==> src/hw/rtl/ltc_pkg.sv <==
// Package for the lexical token classifier: token codes, constants, helpers.
// Used by all modules in hw/rtl; no dependencies.
package ltc_pkg;

	localparam int SymbolTableDepth = 64;
	localparam int MaxLexemeChars = 8;
	localparam int QueueDepth = 4;

	typedef enum logic [1:0] {
		KIND_NUMBER  = 2'd0,
		KIND_KEYWORD = 2'd1,
		KIND_IDENT   = 2'd2,
		KIND_SYMBOL  = 2'd3
	} token_kind_t;

	localparam logic [7:0] CharLf    = 8'd10;
	localparam logic [7:0] CharSlash = 8'h2f;
	localparam logic [7:0] CharStar  = 8'h2a;
	localparam logic [7:0] CharDot   = 8'h2e;
	localparam logic [7:0] CharUnder = 8'h5f;

	// one classified character going from front to back
	typedef struct packed {
		logic [7:0] ch;
		logic       last_of_line;
	} char_item_t;

	typedef enum logic [2:0] {
		BK_IDLE,
		BK_LOAD,
		BK_CLASSIFY,
		BK_SEARCH,
		BK_NUM,
		BK_WORD,
		BK_SYM
	} back_state_t;

	typedef struct packed {
		token_kind_t kind;
		logic [6:0]  attribute;
		logic [2:0]  declared_type;
		logic [63:0] text;
		logic [7:0]  length;
		logic        table_full;
	} token_t;

	function automatic logic is_letter(input logic [7:0] c);
		return (c >= 8'h61 && c <= 8'h7a) || (c >= 8'h41 && c <= 8'h5a);
	endfunction

	function automatic logic is_digit(input logic [7:0] c);
		return c >= 8'h30 && c <= 8'h39;
	endfunction

	// index of special symbol, valid flag in bit 3
	function automatic logic [3:0] symbol_code(input logic [7:0] c);
		case (c)
			8'h23: return 4'b1000;
			8'h28: return 4'b1001;
			8'h29: return 4'b1010;
			8'h3b: return 4'b1011;
			8'h3c: return 4'b1100;
			8'h3e: return 4'b1101;
			8'h3d: return 4'b1110;
			default: return 4'b0000;
		endcase
	endfunction

	// keyword match on the kept characters (mask m): bit 3 valid, bits 2:0 index
	function automatic logic [3:0] keyword_code(input logic [63:0] t, input logic [7:0] n,
	                                            input logic [63:0] m);
		if (n == 8'd3 && t == (64'h0000_0000_0074_6e69 & m)) return 4'b1000;
		if (n == 8'd5 && t == (64'h0000_0074_616f_6c66 & m)) return 4'b1001;
		if (n == 8'd4 && t == (64'h0000_0000_6469_6f76 & m)) return 4'b1010;
		if (n == 8'd2 && t == (64'h0000_0000_0000_6669 & m)) return 4'b1011;
		if (n == 8'd4 && t == (64'h0000_0000_6573_6c65 & m)) return 4'b1100;
		return 4'b0000;
	endfunction

endpackage

==> src/hw/rtl/ltc_queue.sv <==
// Short FIFO between front and back ends.
// Depends on ltc_pkg.
module ltc_queue import ltc_pkg::*; #(
	parameter int Depth = QueueDepth
) (
	input  logic       clk,
	input  logic       arst_n,
	input  logic       push,
	input  char_item_t push_item,
	output logic       room,
	output logic       not_empty,
	output char_item_t head,
	input  logic       pop
);

	localparam int AW = (Depth > 1) ? $clog2(Depth) : 1;
	char_item_t       mem_q [Depth];
	logic [AW-1:0]    rd_q, wr_q;
	logic [AW:0]      cnt_q;

	assign room = (cnt_q < (AW + 1)'(Depth));
	assign not_empty = (cnt_q != '0);
	assign head = mem_q[rd_q];

	// store entries
	always_ff @(posedge clk) begin
		if (push) mem_q[wr_q] <= push_item;
	end

	// advance pointers
	always_ff @(posedge clk or negedge arst_n) begin
		if (!arst_n) begin
			rd_q <= '0;
			wr_q <= '0;
			cnt_q <= '0;
		end else begin
			if (push) wr_q <= (wr_q == AW'(Depth - 1)) ? '0 : wr_q + 1'b1;
			if (pop) rd_q <= (rd_q == AW'(Depth - 1)) ? '0 : rd_q + 1'b1;
			cnt_q <= cnt_q + (AW + 1)'(push) - (AW + 1)'(pop);
		end
	end

endmodule

==> config.mk <==
export PLATFORM = sky130hd
export DESIGN_NAME = ltc_queue
export DESIGN_NICKNAME = d
export VERILOG_FILES = /design/src/hw/rtl/ltc_pkg.sv /design/src/hw/rtl/ltc_queue.sv
export SDC_FILE = /design/constraint.sdc
export NUM_CORES = 1
export LEC_CHECK = 0
export ABC_AREA = 1
export BUFFER_PORTS_ARGS = -buffer_cell sky130_fd_sc_hd__buf_4
export CORE_MARGIN = 4
export CORE_UTILIZATION = 35
export DETAILED_ROUTE_END_ITERATION = 10
export PLACE_DENSITY = 0.53
export SKIP_LAST_GASP = 1
export SLEW_MARGIN = 10
export SYNTH_ARGS = -nofsm -noshare
export SYNTH_HDL_FRONTEND = slang
export SYNTH_SLANG_ARGS = --single-unit
==> constraint.sdc <==
create_clock -name clk -period 1.7 [get_ports clk]
set_clock_uncertainty 0.2 [all_clocks]
set_input_delay 0.51 -clock clk [delete_from_list [all_inputs] [get_ports clk]]
set_output_delay 0.51 -clock clk [all_outputs]
set_load 0.01 [all_outputs]
Word level (Yosys, flattened, before mapping)
Memory sizes are Yosys's and may differ from the RTL's.
Index checks and enable logic that the tools add are counted.
{"block": "totals", "register_bits": 7, "ramBits": 36, "inputBits": 13, "out_inout_bits": 11, "word_cells": 16, "mem_count": 1}
{"block": "classes", "add_sub_neg": 4, "n_lt_le_gt_ge": 1, "n_eq_ne": 2, "n_mux": 4, "reduce_logical": 1}
{"name": "mem_q", "depth": 4, "word_bits": 9, "read_ports": 1, "rd_ports_with_merged_regs": 0, "write_ports": 1, "line_no": "ltc_queue.sv:17", "text": "char_item_t mem_q [Depth];"}
{"op": "$add A2 B1 Y2 const B", "n": 2}
{"op": "$eq A2 B2 Y1 const B", "n": 2}
{"op": "$mux W2", "n": 2}
{"op": "$add A3 B1 Y3", "n": 1}
{"op": "$lt A3 B3 Y1 const B", "n": 1}
{"op": "$reduce_bool A3 Y1", "n": 1}
{"op": "$sub A3 B1 Y3", "n": 1}
{"op": "$mux W1", "n": 2}

Longest topological paths before layout
{"block": "logic_depth", "word_depth": 2, "mapped_depth": 9, "mapped_depth_nobuf": 9}

Worst setup path after synthesis
OpenSTA, ideal clock, no wires.
{"block": "synth_timing", "path_type": "input-to-reg", "startpoint": "input port pop", "endpoint": "register cnt_q[2]", "setup_ns": 0.117, "arrival_ns": 1.483, "required_ns": 1.383, "slack_ns": -0.100, "path_stages": 7, "n_path_buf": 0, "cell_sequence": "ha_1 -> inv_1 -> ha_1 -> inv_1 -> fa_1 -> nand3_1 -> nand2_1"}
{"block": "synth_via", "elab_chain_len": 1}
{"element": "from (decl)", "line_no": "ltc_queue.sv:13", "text": "input logic pop"}
{"element": "$sub A3 B1 Y3", "line_no": "ltc_queue.sv:39", "text": "cnt_q <= cnt_q + (AW + 1)'(push) - (AW + 1)'(pop);"}
{"element": "to (signal assigned)", "line_no": "ltc_queue.sv:39"}
{"element": "to (decl)", "line_no": "ltc_queue.sv:19", "text": "logic [AW:0] cnt_q;"}
Every way passes these cells.
A chain may end at the register's enable or synchronous reset.

==> results.json <==
{
  "synth_cell_types": 14,
  "gp_congestion": 0.6917,
  "grtUsageTotal_pct": 11.59,
  "dp_hpwl_um": 2466,
  "syn2layout_area_growth_pct": 43.47,
  "clock_latency_ns": 0.29,
  "antenna_cells": 0,
  "vias": 1299,
  "grt_first_pass_wirelength_um": 5692,
  "cpMostUsedCell": "nand2_2",
  "period_needed_ns": 2.003,
  "grt_pass1_vias": 1190,
  "min_path_type": "primary input to register",
  "critPathKind": "register to primary output",
  "startpoint": "rd_q[0]",
  "fin_tns_setup_ns": -2.629,
  "final_max_slew_viol_count": 0,
  "grt_overflow": 0,
  "path_clk_slew_ns": 0.08,
  "cpPeakStageDelay_ns": 0.43,
  "ant_nets": 0,
  "post-route-drc-count": 0,
  "fin_ws_ns": -0.3026,
  "path_depth": 6,
  "clk_path_buf_depth": 2,
  "clkSinkCount": 43,
  "rows": 26,
  "synthCells": 190,
  "r2r_slack_ns": 0.02,
  "via_per_inst": 4.231,
  "worst_pin_slew_ns": 0.1790,
  "htreeDepth": 2,
  "crit_path_max_fanout": 4,
  "syn_area_um2": 1946,
  "rsz0062_at_grt": "true",
  "die_y_um": 82.56,
  "yosysSeqAreaShare_pct": 64.57,
  "place.port_buffers": 23,
  "ys_seq_elements": 43,
  "power.total_mw": 4.371,
  "crit_family": "flip-flops",
  "syn_area_per_cell_um2": 10.24,
  "p_leak_nw": 1.327,
  "cts_tree": "yes",
  "cp-endpoint": "head[2]",
  "placed_cells": 295,
  "first_pass_iters": 4,
  "reg2reg_to": "cnt_q[1]",
  "instances_no_fill": 307,
  "synth_nets": 211,
  "p_per_area_nw_per_um2": 1566,
  "die_area_um2": 6816,
  "max-slew-margin-rel_pct": 88.07,
  "drt-initial-drc-count": 29,
  "antenna_found_initial": 0,
  "cts_made_buffers": 5,
  "peakVddDrop_mv": 0.5441,
  "timing.critical_path.cells": "clkinv_4, clkbuf_16, nand2_2, nand3_1, nand2_2, buf_6",
  "setup.worst_path.end_class": "primary output",
  "wl_per_cell_um": 11.45,
  "fmax_mhz": 499.4,
  "coreArea_um2": 5238,
  "cp-start-kind": "register",
  "ios": 24,
  "nets": 257,
  "grt_max_degree": 15,
  "status": "finished, violations left",
  "ys_warn_count": 0,
  "rr_startpoint": "cnt_q[0]",
  "crit_arrival_ns": 1.29,
  "crit_slowest_cell": "dfrtp_2",
  "drt_wl_total_um": 3516,
  "setup_viol": 10,
  "ff2ff_path_depth": 7,
  "max_cap_violations": 0,
  "worst-path-buf-inv": 3,
  "drive_gt1_share_pct": 41.77,
  "cp_data_required_time_ns": 0.99,
  "violations": "setup timing",
  "hold_violations": 0,
  "die_width_um": 82.56,
  "cts_root_buf": "clkbuf_8",
  "fin_crit_sh_pct": 117.8,
  "floorplan.initialDensity_pct": 37.15
}
==> cell usage after synthesis, drive strengths merged <==
master / number / area, um2
nand2: 58 / 217.7
inv: 51 / 191.4
edfxtp: 36 / 1081
nand3: 20 / 100.1
dfrtp: 7 / 175.2
ha: 7 / 87.58
buf: 4 / 45.04
o21ai: 4 / 20.01
nor2: 2 / 7.510
fa: 1 / 20.02
==> final cells by class <==
class | count | area [um2]
fill | 484 | 2446
sequential | 43 | 1257
multi-input combinational | 92 | 655.6
timing repair buffer | 43 | 480.5
inverter | 51 | 198.9
tap | 70 | 87.58
clock buffer | 5 | 68.82
clock inverter | 3 | 42.54
==> stage by stage <==
step | util [%] | setup slack, ns | cell area (um2) | hold WS [ns]
3_3_place_gp | 45.51 | -0.2079 | 2384 | 0.1322
3_5_place_dp | 45.51 | -0.2239 | 2384 | 0.1322
6_report | 53.30 | -0.3026 | 2791 | 0.2139
4_1_cts | 48.07 | -0.3034 | 2517 | 0.2018
2_1_floorplan | - | -0.06413 | 1973 | 0.01441
5_1_grt | 53.30 | -0.3630 | 2791 | 0.1944
==> registers in the layout (all words and copies together), names as in the netlist <==
signal  count
wr_q        2
cnt_q       3
mem_q      36
rd_q        2
==> where the power goes <==
| part | internal (mW) | leakage, nW | total (mW) | switching (mW) |
|---|---|---|---|---|
| clock network | 0.438 | 0.0562 | 0.777 | 0.339 |
| logic | 1.06 | 0.858 | 2.11 | 1.05 |
| registers | 1.38 | 0.414 | 1.48 | 0.102 |
| total | 2.88 | 1.33 | 4.37 | 1.49 |
==> routing by layer <==
layer	wire [um]	global-route usage [%]
met5	0	0
met4	56	4.412
met3	143	3.905
met2	1815	18.11
met1	1500	14.86
==> worst min path at each step <==
stage / slack, ns / startpoint / to / cells after the start
after CTS: 0.20 / push_item[1] / mem_q[3][1] / 1
after floorplan: 0.01 / arst_n / cnt_q[0] / 0
after global placement: 0.13 / arst_n / cnt_q[1] / 1
after global routing: 0.19 / push_item[5] / mem_q[2][5] / 1
final: 0.21 / push_item[5] / mem_q[2][5] / 1
after detailed placement: 0.13 / arst_n / cnt_q[1] / 1
==> worst register-to-register path: stages, from the launching register on <==
cell and delay, ns:
dfrtp_1 0.37, inv_2 0.08, ha_4 0.19, inv_2 0.05, ha_4 0.11, inv_2 0.03
fa_2 0.50, inv_1 0.03
==> placed cells by master, fill, tap and decap left out, types with 5 or more instances in the layout <==
cell / synthesis / final
dfrtp_1: 7 / 6
inv_1: 49 / 46
nand2_2: 0 / 18
buf_6: 2 / 12
nand2_1: 58 / 34
edfxtp_1: 36 / 36
clkbuf_8: 0 / 5
buf_4: 1 / 22
ha_1: 7 / 5
buf_12: 0 / 6
nand3_2: 0 / 17
nand2_4: 0 / 6
==> cell families (layout without fill, tap and decap cells) <==
| logic type | Yosys count | after routing | synth area share (%) |
|---|---|---|---|
| simple gates | 80 | 80 | 16.72 |
| buf+inv | 55 | 102 | 12.15 |
| flops | 43 | 43 | 64.57 |
| fa+ha+maj | 8 | 8 | 5.530 |
| compound gates | 4 | 4 | 1.028 |
==> repair_timing <==
action                                 in CTS  in global routing
endpoints found under the hold margin       7                  0
setup endpoints to repair                  11                 11
hold buffers                                1                  0
cloned                                      0                  2
buffers inserted                            0                  1
gates resized for setup                     4                 61
pin swaps                                   3                  9
No activity file was read; power rests on OpenSTA's default activity.
