`config.mk`:
```
export PLATFORM = sky130hd
export DESIGN_NAME = ltc_front
export DESIGN_NICKNAME = d
export VERILOG_FILES = /design/src/hw/rtl/ltc_pkg.sv /design/src/hw/rtl/ltc_front.sv
export SDC_FILE = /design/constraint.sdc
export NUM_CORES = 1
export LEC_CHECK = 0
export BUFFER_PORTS_ARGS = -buffer_cell sky130_fd_sc_hd__buf_4
export CAP_MARGIN = 20
export CELL_PAD_IN_SITES_DETAIL_PLACEMENT = 1
export CELL_PAD_IN_SITES_GLOBAL_PLACEMENT = 1
export CORE_MARGIN = 2
export CORE_UTILIZATION = 38
export CTS_BUF_LIST = sky130_fd_sc_hd__clkbuf_8
export CTS_CLUSTER_DIAMETER = 200
export CTS_CLUSTER_SIZE = 16
export DETAILED_ROUTE_END_ITERATION = 6
export HOLD_SLACK_MARGIN = 0.05
export PLACE_DENSITY = 0.86
export SETUP_SLACK_MARGIN = 0.1
export SLEW_MARGIN = 20
export SYNTH_ARGS = -nofsm -noshare
export SYNTH_HDL_FRONTEND = slang
export SYNTH_SLANG_ARGS = --single-unit
export TNS_END_PERCENT = 5
```
`constraint.sdc`:
```
create_clock -name clk -period 2.2 [get_ports clk]
set_clock_uncertainty 0.15 [all_clocks]
set_input_delay 0.55 -clock clk [delete_from_list [all_inputs] [get_ports clk]]
set_output_delay 0.55 -clock clk [all_outputs]
set_load 0.1 [all_outputs]
```
`src/hw/rtl/ltc_pkg.sv`:
```
// Package for the lexical token classifier: token codes, constants, helpers.
// Used by all modules in hw/rtl; no dependencies.
package ltc_pkg;

	localparam int SymbolTableDepth = 64;
	localparam int MaxLexemeChars = 8;
	localparam int QueueDepth = 4;

	typedef enum logic [1:0] {
		KIND_NUMBER  = 2'd0,
		KIND_KEYWORD = 2'd1,
		KIND_IDENT   = 2'd2,
		KIND_SYMBOL  = 2'd3
	} token_kind_t;

	localparam logic [7:0] CharLf    = 8'd10;
	localparam logic [7:0] CharSlash = 8'h2f;
	localparam logic [7:0] CharStar  = 8'h2a;
	localparam logic [7:0] CharDot   = 8'h2e;
	localparam logic [7:0] CharUnder = 8'h5f;

	// one classified character going from front to back
	typedef struct packed {
		logic [7:0] ch;
		logic       last_of_line;
	} char_item_t;

	typedef enum logic [2:0] {
		BK_IDLE,
		BK_LOAD,
		BK_CLASSIFY,
		BK_SEARCH,
		BK_NUM,
		BK_WORD,
		BK_SYM
	} back_state_t;

	typedef struct packed {
		token_kind_t kind;
		logic [6:0]  attribute;
		logic [2:0]  declared_type;
		logic [63:0] text;
		logic [7:0]  length;
		logic        table_full;
	} token_t;

	function automatic logic is_letter(input logic [7:0] c);
		return (c >= 8'h61 && c <= 8'h7a) || (c >= 8'h41 && c <= 8'h5a);
	endfunction

	function automatic logic is_digit(input logic [7:0] c);
		return c >= 8'h30 && c <= 8'h39;
	endfunction

	// index of special symbol, valid flag in bit 3
	function automatic logic [3:0] symbol_code(input logic [7:0] c);
		case (c)
			8'h23: return 4'b1000;
			8'h28: return 4'b1001;
			8'h29: return 4'b1010;
			8'h3b: return 4'b1011;
			8'h3c: return 4'b1100;
			8'h3e: return 4'b1101;
			8'h3d: return 4'b1110;
			default: return 4'b0000;
		endcase
	endfunction

	// keyword match on the kept characters (mask m): bit 3 valid, bits 2:0 index
	function automatic logic [3:0] keyword_code(input logic [63:0] t, input logic [7:0] n,
	                                            input logic [63:0] m);
		if (n == 8'd3 && t == (64'h0000_0000_0074_6e69 & m)) return 4'b1000;
		if (n == 8'd5 && t == (64'h0000_0074_616f_6c66 & m)) return 4'b1001;
		if (n == 8'd4 && t == (64'h0000_0000_6469_6f76 & m)) return 4'b1010;
		if (n == 8'd2 && t == (64'h0000_0000_0000_6669 & m)) return 4'b1011;
		if (n == 8'd4 && t == (64'h0000_0000_6573_6c65 & m)) return 4'b1100;
		return 4'b0000;
	endfunction

endpackage

```
`src/hw/rtl/ltc_front.sv`:
```
// Front end: comment stripping with one-byte lookahead.
// Depends on ltc_pkg; feeds ltc_queue.
module ltc_front import ltc_pkg::*; (
	input  logic       clk,
	input  logic       arst_n,
	input  logic       in_valid,
	output logic       in_ready,
	input  logic [7:0] in_byte,
	output logic       push,
	output char_item_t push_item,
	input  logic       queue_room
);

	logic       block_q, held_valid_q, dropped_q;
	logic [7:0] held_q;
	logic       is_lf, pass_held, take;

	assign in_ready = queue_room;
	assign take = in_valid && in_ready;
	assign is_lf = (in_byte == CharLf);

	// held byte passes on when it forms no pair
	always_comb begin
		pass_held = 1'b0;
		if (is_lf) begin
			pass_held = held_valid_q && !dropped_q && !block_q;
		end else if (!dropped_q && held_valid_q) begin
			if (!((held_q == CharSlash && (in_byte == CharSlash || in_byte == CharStar)) ||
			      (held_q == CharStar && in_byte == CharSlash)))
				pass_held = !block_q;
		end
	end

	// on line end push one item: the held byte if it passes, else a zero byte;
	// the back end flushes its buffers after that character
	assign push = take && (is_lf || pass_held);
	assign push_item.ch = pass_held ? held_q : 8'd0;
	assign push_item.last_of_line = is_lf;

	// update lookahead and comment marks
	always_ff @(posedge clk or negedge arst_n) begin
		if (!arst_n) begin
			block_q <= 1'b0;
			held_valid_q <= 1'b0;
			dropped_q <= 1'b0;
			held_q <= 8'd0;
		end else if (take) begin
			if (is_lf) begin
				held_valid_q <= 1'b0;
				held_q <= 8'd0;
				dropped_q <= 1'b0;
			end else if (!dropped_q) begin
				if (!held_valid_q) begin
					held_q <= in_byte;
					held_valid_q <= 1'b1;
				end else if (held_q == CharSlash && in_byte == CharSlash) begin
					dropped_q <= 1'b1;
					held_valid_q <= 1'b0;
				end else if (held_q == CharSlash && in_byte == CharStar) begin
					block_q <= 1'b1;
					held_valid_q <= 1'b0;
				end else if (held_q == CharStar && in_byte == CharSlash) begin
					block_q <= 1'b0;
					held_valid_q <= 1'b0;
				end else begin
					held_q <= in_byte;
				end
			end
		end
	end

endmodule

```
==> results.md, run 1 <==
* Syn Nets at 83
* Largest net degree at the start of global routing at 12
* Worst endpoint, post-GRT repair: push_item[5]
* Error message: [ERROR DPL-0033] detailed placement checks failed during check placement.
* Syn Inst Count at 71
* Die X at 47.2 microns
* HPWL after DPL at 1.80 mm
* GP Congestion at 0.777
* Post-synth cell types at 29
* Area contributors post-synth: dfrtp_1, mux2i_1, and2_1, nand2_1, mux2_4
* Worst ep type: top-level output
* TritonCTS Buffers at 3
* EDFF count, synth at 0
* Starting Density at 40.6%
* Status: did not finish
* Yosys top cell area share at 38.8%
* Most frequent cells after synthesis: dfrtp_1, nand2_1, and2_1
* I/O pin count at 23
* Sequential-to-total area share from yosys stat at 38.8%
* Die extent in y at 47.2 microns
* Fraction of registers with async set/reset at 100%
* Port Buffers at 22
* Placed Instance Area at 1060 sq um
* Main flop type after synthesis: dfrtp_1
* Initial antenna violation count at 0
* Seq cells post-synth at 11
* FP Rows at 15
* H-Tree Depth at 1
* Clk buf depth at 2
* Fail Step: global routing
* CTS Sinks at 11
* Mapped Avg Cell Area at 9.99 sq um
* YS warnings at 0
* Yosys top cell by area: dfrtp_1
* Netlist Area Pre-Place at 709 sq um
* Dpl ws at -292 ps
* Cell with the most instances after synthesis: dfrtp_1
* Root Buffer: clkbuf_8
## cell families after synthesis
kind of cell,Yosys count,synth area share (%)
mux,8,12.7
compound gates,10,11.6
xor+xnor,1,1.23
flops,11,38.8
buf+inv,7,4.76
simple gates,34,30.9
## metrics by stage
stage	std cells	utilization, %	TNS, ps	hold WS, ps
after CTS	141	74.8	-1120	385
after detailed placement	134	61.0	-2290	246
after global placement	134	61.0	-1880	243
after floorplan	71	-	-465	104
## timing repair
item | in CTS
setup buffers | 2
hold endpoints to repair | 11
setup endpoints to repair | 10
hold buffers | 1
pin swaps | 12
resized for setup | 40
gates cloned | 0
==> run 2, diff against run 1 <==
==> config.mk (replaced) <==
export PLATFORM = sky130hd
export DESIGN_NAME = ltc_front
export DESIGN_NICKNAME = d
export VERILOG_FILES = /design/src/hw/rtl/ltc_pkg.sv /design/src/hw/rtl/ltc_front.sv
export SDC_FILE = /design/constraint.sdc
export NUM_CORES = 1
export LEC_CHECK = 0
export BUFFER_PORTS_ARGS = -buffer_cell sky130_fd_sc_hd__buf_4
export CAP_MARGIN = 20
export CORE_AREA = 2 2 63 65
export DETAILED_ROUTE_END_ITERATION = 6
export DIE_AREA = 0 0 65 67
export PLACE_DENSITY_LB_ADDON = 0.15
export SLEW_MARGIN = 20
export SYNTH_ARGS = -nofsm -noshare
export SYNTH_HDL_FRONTEND = slang
export SYNTH_SLANG_ARGS = --single-unit
export TNS_END_PERCENT = 5
==> results.md, run 2 <==
* Die area at 4360 sq um
* Hold path depth at 2
* Max-Cap Viols at 0
* Slowest-stage cell, CP: o32a_1
* Port Buffers at 22 (unchanged)
* HP Class: reg -> reg
* Netlist Area Pre-Place at 709 sq um (unchanged)
* Share of layout cells above drive strength 1 at 58.1%
* Placed Instance Area at 1150 sq um (+7.6%)
* FMAX at 421 MHz
* Max stage delay on crit path at 360 ps
* Die extent in y at 67 microns (+42%)
* Arr. time, crit path at 1670 ps
* Yosys top cell by area: dfrtp_1
* Synth-to-layout area growth at 96.6%
* Initial antenna violation count at 0
* Antenna-violating nets left at 0
* Clk_lat worst skew at 230 ps
* Power Dens Cells at 647 nW/um^2
* Vias in the first global route at 784
* Fill cells at 363
* CP Cell Sequence: buf_6 > nand4_1 > o32a_1 > o21a_4 > and2_4 > buf_12
* Part of the cycle the worst path needs at 108%
* Sequential-to-total area share from yosys stat at 38.8% (unchanged)
* Setup violators final at 8
* Final nets at 137
* Starting Density at 19.7% (-21 points)
* DR pass1 iterations at 4
* Final Instance Area at 1400 sq um
* Clk slew on worst S/H paths at 50 ps
* Worst R2R Start: held_q[2]$_DFFE_PN0P_
* Relative slew slack at 77.1%
* FP Rows at 22 (+7)
* Drt wl/cell at 13.0 microns
* Max reg flops at 8
* Yosys top cell area share at 38.8% (unchanged)
* Minimum clock period at 2370 ps
* Top reg by flops: held_q
* Via Count at 739
* Critical R2R Capture: held_q[1]$_DFFE_PN0P_
* Multi-input gate area at 473 sq um
* FF-to-FF path depth at 4
* Tot GR Track Use at 11.9%
* EDFF count, synth at 0 (unchanged)
* Fraction of registers with async set/reset at 100% (unchanged)
* CP Max Fanout at 6
* Total chip power at 0.000903 W
* First-pass GRT wire length at 3.77 mm
* H-Tree Depth at 1 (unchanged)
* Hold Path Sink: block_q$_DFFE_PN0P_
* Main flop type after synthesis: dfrtp_1
* Largest net degree at the start of global routing at 12
* Setup ws final at -173 ps
* Root Buffer: clkbuf_8
* P_leak at 0.687 nW
* Syn Nets at 83 (unchanged)
* Slew @ Worst Pin at 343 ps
* Reg2Reg Setup Slack at 450 ps
* Total global routing overflow at 0
* Clock share of power at 22.1%
* Total length of routed wires at 2.24 mm
* Vias per cell at 4.30
* Min-delay src: block_q$_DFFE_PN0P_
* Worst Path Required at 1500 ps
* Max-slew violation count at 0
* Cell with the most instances after synthesis: dfrtp_1
* Int Pwr at 0.000545 W
* DRT iter0 DRCs at 15
* Area contributors post-synth: dfrtp_1, mux2i_1, and2_1, nand2_1, mux2_4
* Post-synth cell types at 29 (unchanged)
* DRC viols at 0
* FF/Latch Area at 275 sq um
* TritonCTS Buffers at 3 (unchanged)
* GP Congestion at 0.721 (-7.2%)
* Most frequent cells after synthesis: dfrtp_1, nand2_1, and2_1
* CP Launch Type: input port
* Status: complete, but fails checks
* Most common cell after layout, fill and taps aside: buf_4
* Syn Inst Count at 71 (unchanged)
* CTS tree: done
* Final Hold Fails at 0
* Mapped Avg Cell Area at 9.99 sq um (unchanged)
* Worst VDD drop at 0.000330 V
* HPWL after DPL at 1.64 mm (-8.8%)
* Power share of the combinational group at 50.6%
* Register share of total power at 27.3%
* Sw Share at 39.6%
* Commonest non-fill, non-tap cells in the layout: buf_4, dfrtp_1, nand2_1, buf_12
* Ant diodes at 0
* Seq cells post-synth at 11 (unchanged)
* RSZ-0062 raised after global routing: yes
* Die X at 65 microns (+38%)
* CTS Sinks at 11 (unchanged)
* Failing checks: setup timing
* Crit Path Class: in -> out
* Switching power at 0.000358 W
* I/O pin count at 23 (unchanged)
* Clk buf depth at 2 (unchanged)
* Core footprint at 3610 sq um
* Crit path capture type: output pin
* YS warnings at 0 (unchanged)
==> run 2: cell counts after synthesis <==
Identical to the previous run, type by type.
==> run 2: through the flow <==
stage / setup TNS, ps / util, % / cells / worst slack (ps) / hold slack (ps)
after floorplan: -465 / - / 71 / -84.8 / 104
after global placement: -2120 / 31.8 / 164 / -288 / 246
after detailed placement: -2210 / 31.8 / 164 / -306 / 251
after CTS: -1320 / 38.3 / 172 / -188 / 352
after global routing: -1560 / 38.7 / 172 / -220 / 414
final: -1170 / 38.7 / 172 / -173 / 379
==> run 2: worst max-delay path by stage <==
stage | from | to | slack (ps) | depth (start not counted)
3_3_place_gp | in_byte[4] | push_item[4] | -290 | 6
2_1_floorplan | in_byte[2] | push | -80 | 4
6_report | in_byte[3] | push_item[6] | -170 | 6
3_5_place_dp | in_byte[4] | push_item[4] | -310 | 6
5_1_grt | in_byte[3] | push_item[6] | -220 | 6
4_1_cts | in_byte[3] | push_item[4] | -190 | 6
==> run 2: repair_timing <==
action	4_1_cts	5_1_grt
buffers inserted	3	0
gates cloned	0	0
hold buffers	1	0
resized for setup	38	3
endpoints found under the setup margin	10	10
endpoints found under the hold margin	11	0
pin swaps	10	1
==> run 2: routing by layer <==
layer  part of all wire [%]  global-route usage, %  vias up
met5                      0                      0        -
met3                    5.1                   4.22        2
met2                     50                   20.5       17
li1                       -                      -      365
met4                    1.2                   3.99        0
met1                     43                   13.7      355
==> run 2: critical path, delay by kind of cell <==
family                 cells  cell delay (ps)
AO/OA/AOI/OAI              2              600
AND/OR/NAND/NOR            2              280
buffers and inverters      2              240
==> run 2: layout make-up <==
| type | count | share of cell area, % |
|---|---|---|
| timing repair buffer | 51 | 37.5 |
| multi-input combinational | 53 | 33.9 |
| sequential | 11 | 19.7 |
| tap | 48 | 4.30 |
| clock buffer | 4 | 3.23 |
| inverter | 5 | 1.35 |
==> run 2: power groups by stage <==
| stage | Sequential, W | Clock [W] | Combinational (W) |
|---|---|---|---|
| after floorplan | 0.000246 | 0 | 0.000262 |
| after CTS | 0.000246 | 0.000209 | 0.000453 |
| after global placement | 0.000248 | 0 | 0.000377 |
| final | 0.000246 | 0.000200 | 0.000457 |
| after global routing | 0.000250 | 0.000218 | 0.000477 |
| after detailed placement | 0.000249 | 0 | 0.000377 |
==> run 2: cells by family after synthesis <==
family          count (synthesis)  synth area share [%]
simple gates                   34                  30.9
flops                          11                  38.8
compound gates                 10                  11.6
mux                             8                  12.7
buf+inv                         7                  4.76
xor+xnor                        1                  1.23
No activity file was read; power rests on OpenSTA's default activity.
==> run 3, diff against run 2 <==
==> constraint.sdc (replaced) <==
create_clock -name clk -period 2.4 [get_ports clk]
set_clock_uncertainty 0.15 [all_clocks]
set_input_delay 0.6 -clock clk [delete_from_list [all_inputs] [get_ports clk]]
set_output_delay 0.6 -clock clk [all_outputs]
set_load 0.1 [all_outputs]
==> results.md, run 3 (same netlist as run 2, synthesis figures left out) <==
* Status: complete, but fails checks
* Failing checks: setup timing
* Worst path most repeated cell: buf_4
* CP Launch Type: input port
* Synth-to-layout area growth at 87.1%
* Arr. time, crit path at 2510 ps (+840 ps)
* Starting Density at 19.7% (unchanged)
* Vias in the first global route at 775 (-1.1%)
* Die area at 4360 sq um (unchanged)
* Worst Path Required at 2360 ps (+860 ps)
* First-pass GRT wire length at 3.57 mm (-5.3%)
* Total global routing overflow at 0 (unchanged)
* Crit path capture type: flip-flop
* Met1 Resource Use GR at 13.9% (+0.19 points)
* Ant diodes at 0 (unchanged)
* Worst R2R Start: held_q[0]$_DFFE_PN0P_
* Minimum clock period at 2550 ps
* Final Instance Area at 1330 sq um (-4.8%)
* Power share of the combinational group at 48.3% (-2.3 points)
* Max-slew violation count at 0 (unchanged)
* Setup violators final at 8 (unchanged)
* Max stage delay on crit path at 410 ps (+50 ps)
* DRT iter0 DRCs at 18 (+3)
* HP Class: in -> async
* CP Cell Sequence: buf_8 > nand4_1 > buf_4 > buf_4 > buf_4 > buf_4 > buf_4 > buf_4 > buf_4 > buf_4 > or4_4 > o31ai_2 > o31ai_1
* Total chip power at 0.000794 W (-12%)
* Initial antenna violation count at 0 (unchanged)
* Vias per cell at 4.24 (-1.3%)
* Power Dens Cells at 598 nW/um^2 (-7.5%)
* Clk slew on worst S/H paths at 50 ps (about the same)
* Tot GR Track Use at 11.3% (-0.68 points)
* Int Pwr at 0.000478 W (-12%)
* Relative slew slack at 76.3% (-0.71 points)
* Part of the cycle the worst path needs at 106%
* Worst VDD drop at 0.000379 V (+15%)
* TritonCTS Buffers at 3 (unchanged)
* Clock share of power at 22.7% (+0.6 points)
* Dpl ws at -239 ps (+67.1 ps)
* GRT met3 Usage at 3.89% (-0.34 points)
* Crit Path Class: in -> reg
* H-Tree Depth at 1 (unchanged)
* Final nets at 132 (-3.6%)
* Setup ws final at -151 ps (+21.6 ps)
* Die extent in y at 67 microns (unchanged)
* FP Rows at 22 (unchanged)
* Largest net degree at the start of global routing at 12 (unchanged)
* Drt wl/cell at 12.3 microns (-5.8%)
* Delay-heaviest family, CP: buffers and inverters
* Met2 Use GR at 17.7% (-2.8 points)
* I/O pin count at 23 (unchanged)
* Clk_lat worst skew at 240 ps (about the same)
* CTS Sinks at 11 (unchanged)
* GP Congestion at 0.683 (-5.2%)
* Slew @ Worst Pin at 354 ps (+10.9 ps)
* Busiest grt layer: met2
* Placed Instance Area at 1070 sq um (-6.2%)
* DR pass1 iterations at 4 (unchanged)
* FF-to-FF path depth at 4 (unchanged)
* Reg2Reg Setup Slack at 600 ps (+150 ps)
* CTS tree: done
* Total length of routed wires at 2.05 mm (-8.5%)
* Share of layout cells above drive strength 1 at 57.1% (-0.92 points)
* Buffers & Inverters on Critical Path at 9 (+7)
* DRC viols at 0 (unchanged)
* Via Count at 708 (-4.2%)
* Critical R2R Capture: held_q[4]$_DFFE_PN0P_
* RSZ-0062 raised after global routing: yes
* Die X at 65 microns (unchanged)
* FMAX at 392 MHz
* Max-Cap Viols at 0 (unchanged)
* HPWL after DPL at 1.59 mm (-2.6%)
* CP Max Fanout at 3 (-3)
* Port Buffers at 22 (unchanged)
* Post-cts hold buffer count at 0 (-1)
* P_leak at 0.654 nW (-4.8%)
* Root Buffer: clkbuf_8
* Antenna-violating nets left at 0 (unchanged)
* Top reg by flops: held_q
* Final Hold Fails at 0 (unchanged)
* Slowest-stage cell, CP: or4_4
* Register share of total power at 29.0% (+1.7 points)
* Commonest non-fill, non-tap cells in the layout: buf_4, dfrtp_1, nand2_1, buf_12
* Sw Share at 39.8% (+0.20 points)
* Max reg flops at 8 (unchanged)
* Switching power at 0.000317 W (-12%)
* Core footprint at 3610 sq um (unchanged)
* Most common cell after layout, fill and taps aside: buf_4
* Clk buf depth at 2 (unchanged)
* Util after Layout at 36.8% (-1.9 points)
==> run 3: metrics by stage <==
stage | instances | setup TNS [ps] | hold slack (ps)
floorplan | 71 | -113 | 154
global placement | 156 | -1480 | 295
detailed placement | 156 | -1600 | 295
CTS | 167 | -912 | 40.2
global route | 167 | -1420 | 43.4
finish | 167 | -983 | 43.5
==> run 3: cell type report <==
class | count | area, sq um
Multi-Input combinational cell | 53 | 464
Timing Repair Buffer | 46 | 464
Inverter | 5 | 18.8
Fill cell | 372 | 2280
Tap cell | 48 | 60.1
Sequential cell | 11 | 275
Clock buffer | 4 | 45.0
==> run 3: how the worst max path moves through the flow <==
| stage | start | endpoint | slack [ps] | depth (start not counted) |
|---|---|---|---|---|
| 2_1_floorplan | in_byte[2] | push | -20 | 4 |
| 3_3_place_gp | in_byte[2] | push_item[5] | -220 | 6 |
| 3_5_place_dp | in_byte[2] | push_item[2] | -240 | 6 |
| 4_1_cts | in_byte[0] | push_item[3] | -140 | 6 |
| 5_1_grt | in_byte[0] | block_q$_DFFE_PN0P_ | -210 | 13 |
| 6_report | in_byte[0] | block_q$_DFFE_PN0P_ | -150 | 13 |
==> run 3: worst reg2reg max path: cells and delay by family (launching register included) <==
kind	cells	cell delay, ps
buffers and inverters	1	170
multiplexers	1	240
flip-flops	1	430
AO/OA/AOI/OAI	2	740
==> run 3: metal layers <==
| layer | wire [microns] | vias to the layer above | share of wire, % |
|---|---|---|---|
| li1 | - | 353 | - |
| met1 | 952 | 335 | 47 |
| met2 | 960 | 18 | 47 |
| met3 | 99 | 2 | 4.8 |
| met4 | 34 | 0 | 1.7 |
| met5 | 0 | - | 0 |
==> run 3: power groups by stage <==
stage | sequential [W] | combinational (W) | clock [W]
after floorplan | 0.000224 | 0.000230 | 0
after detailed placement | 0.000231 | 0.000314 | 0
after global routing | 0.000233 | 0.000402 | 0.000201
after global placement | 0.000231 | 0.000315 | 0
after CTS | 0.000229 | 0.000386 | 0.000190
final | 0.000230 | 0.000384 | 0.000180
==> run 3: timing repair <==
action / CTS / global route
setup buffers: 7 / 0
endpoints found under the setup margin: 8 / 9
pin swaps: 8 / 1
gates resized for setup: 39 / 3
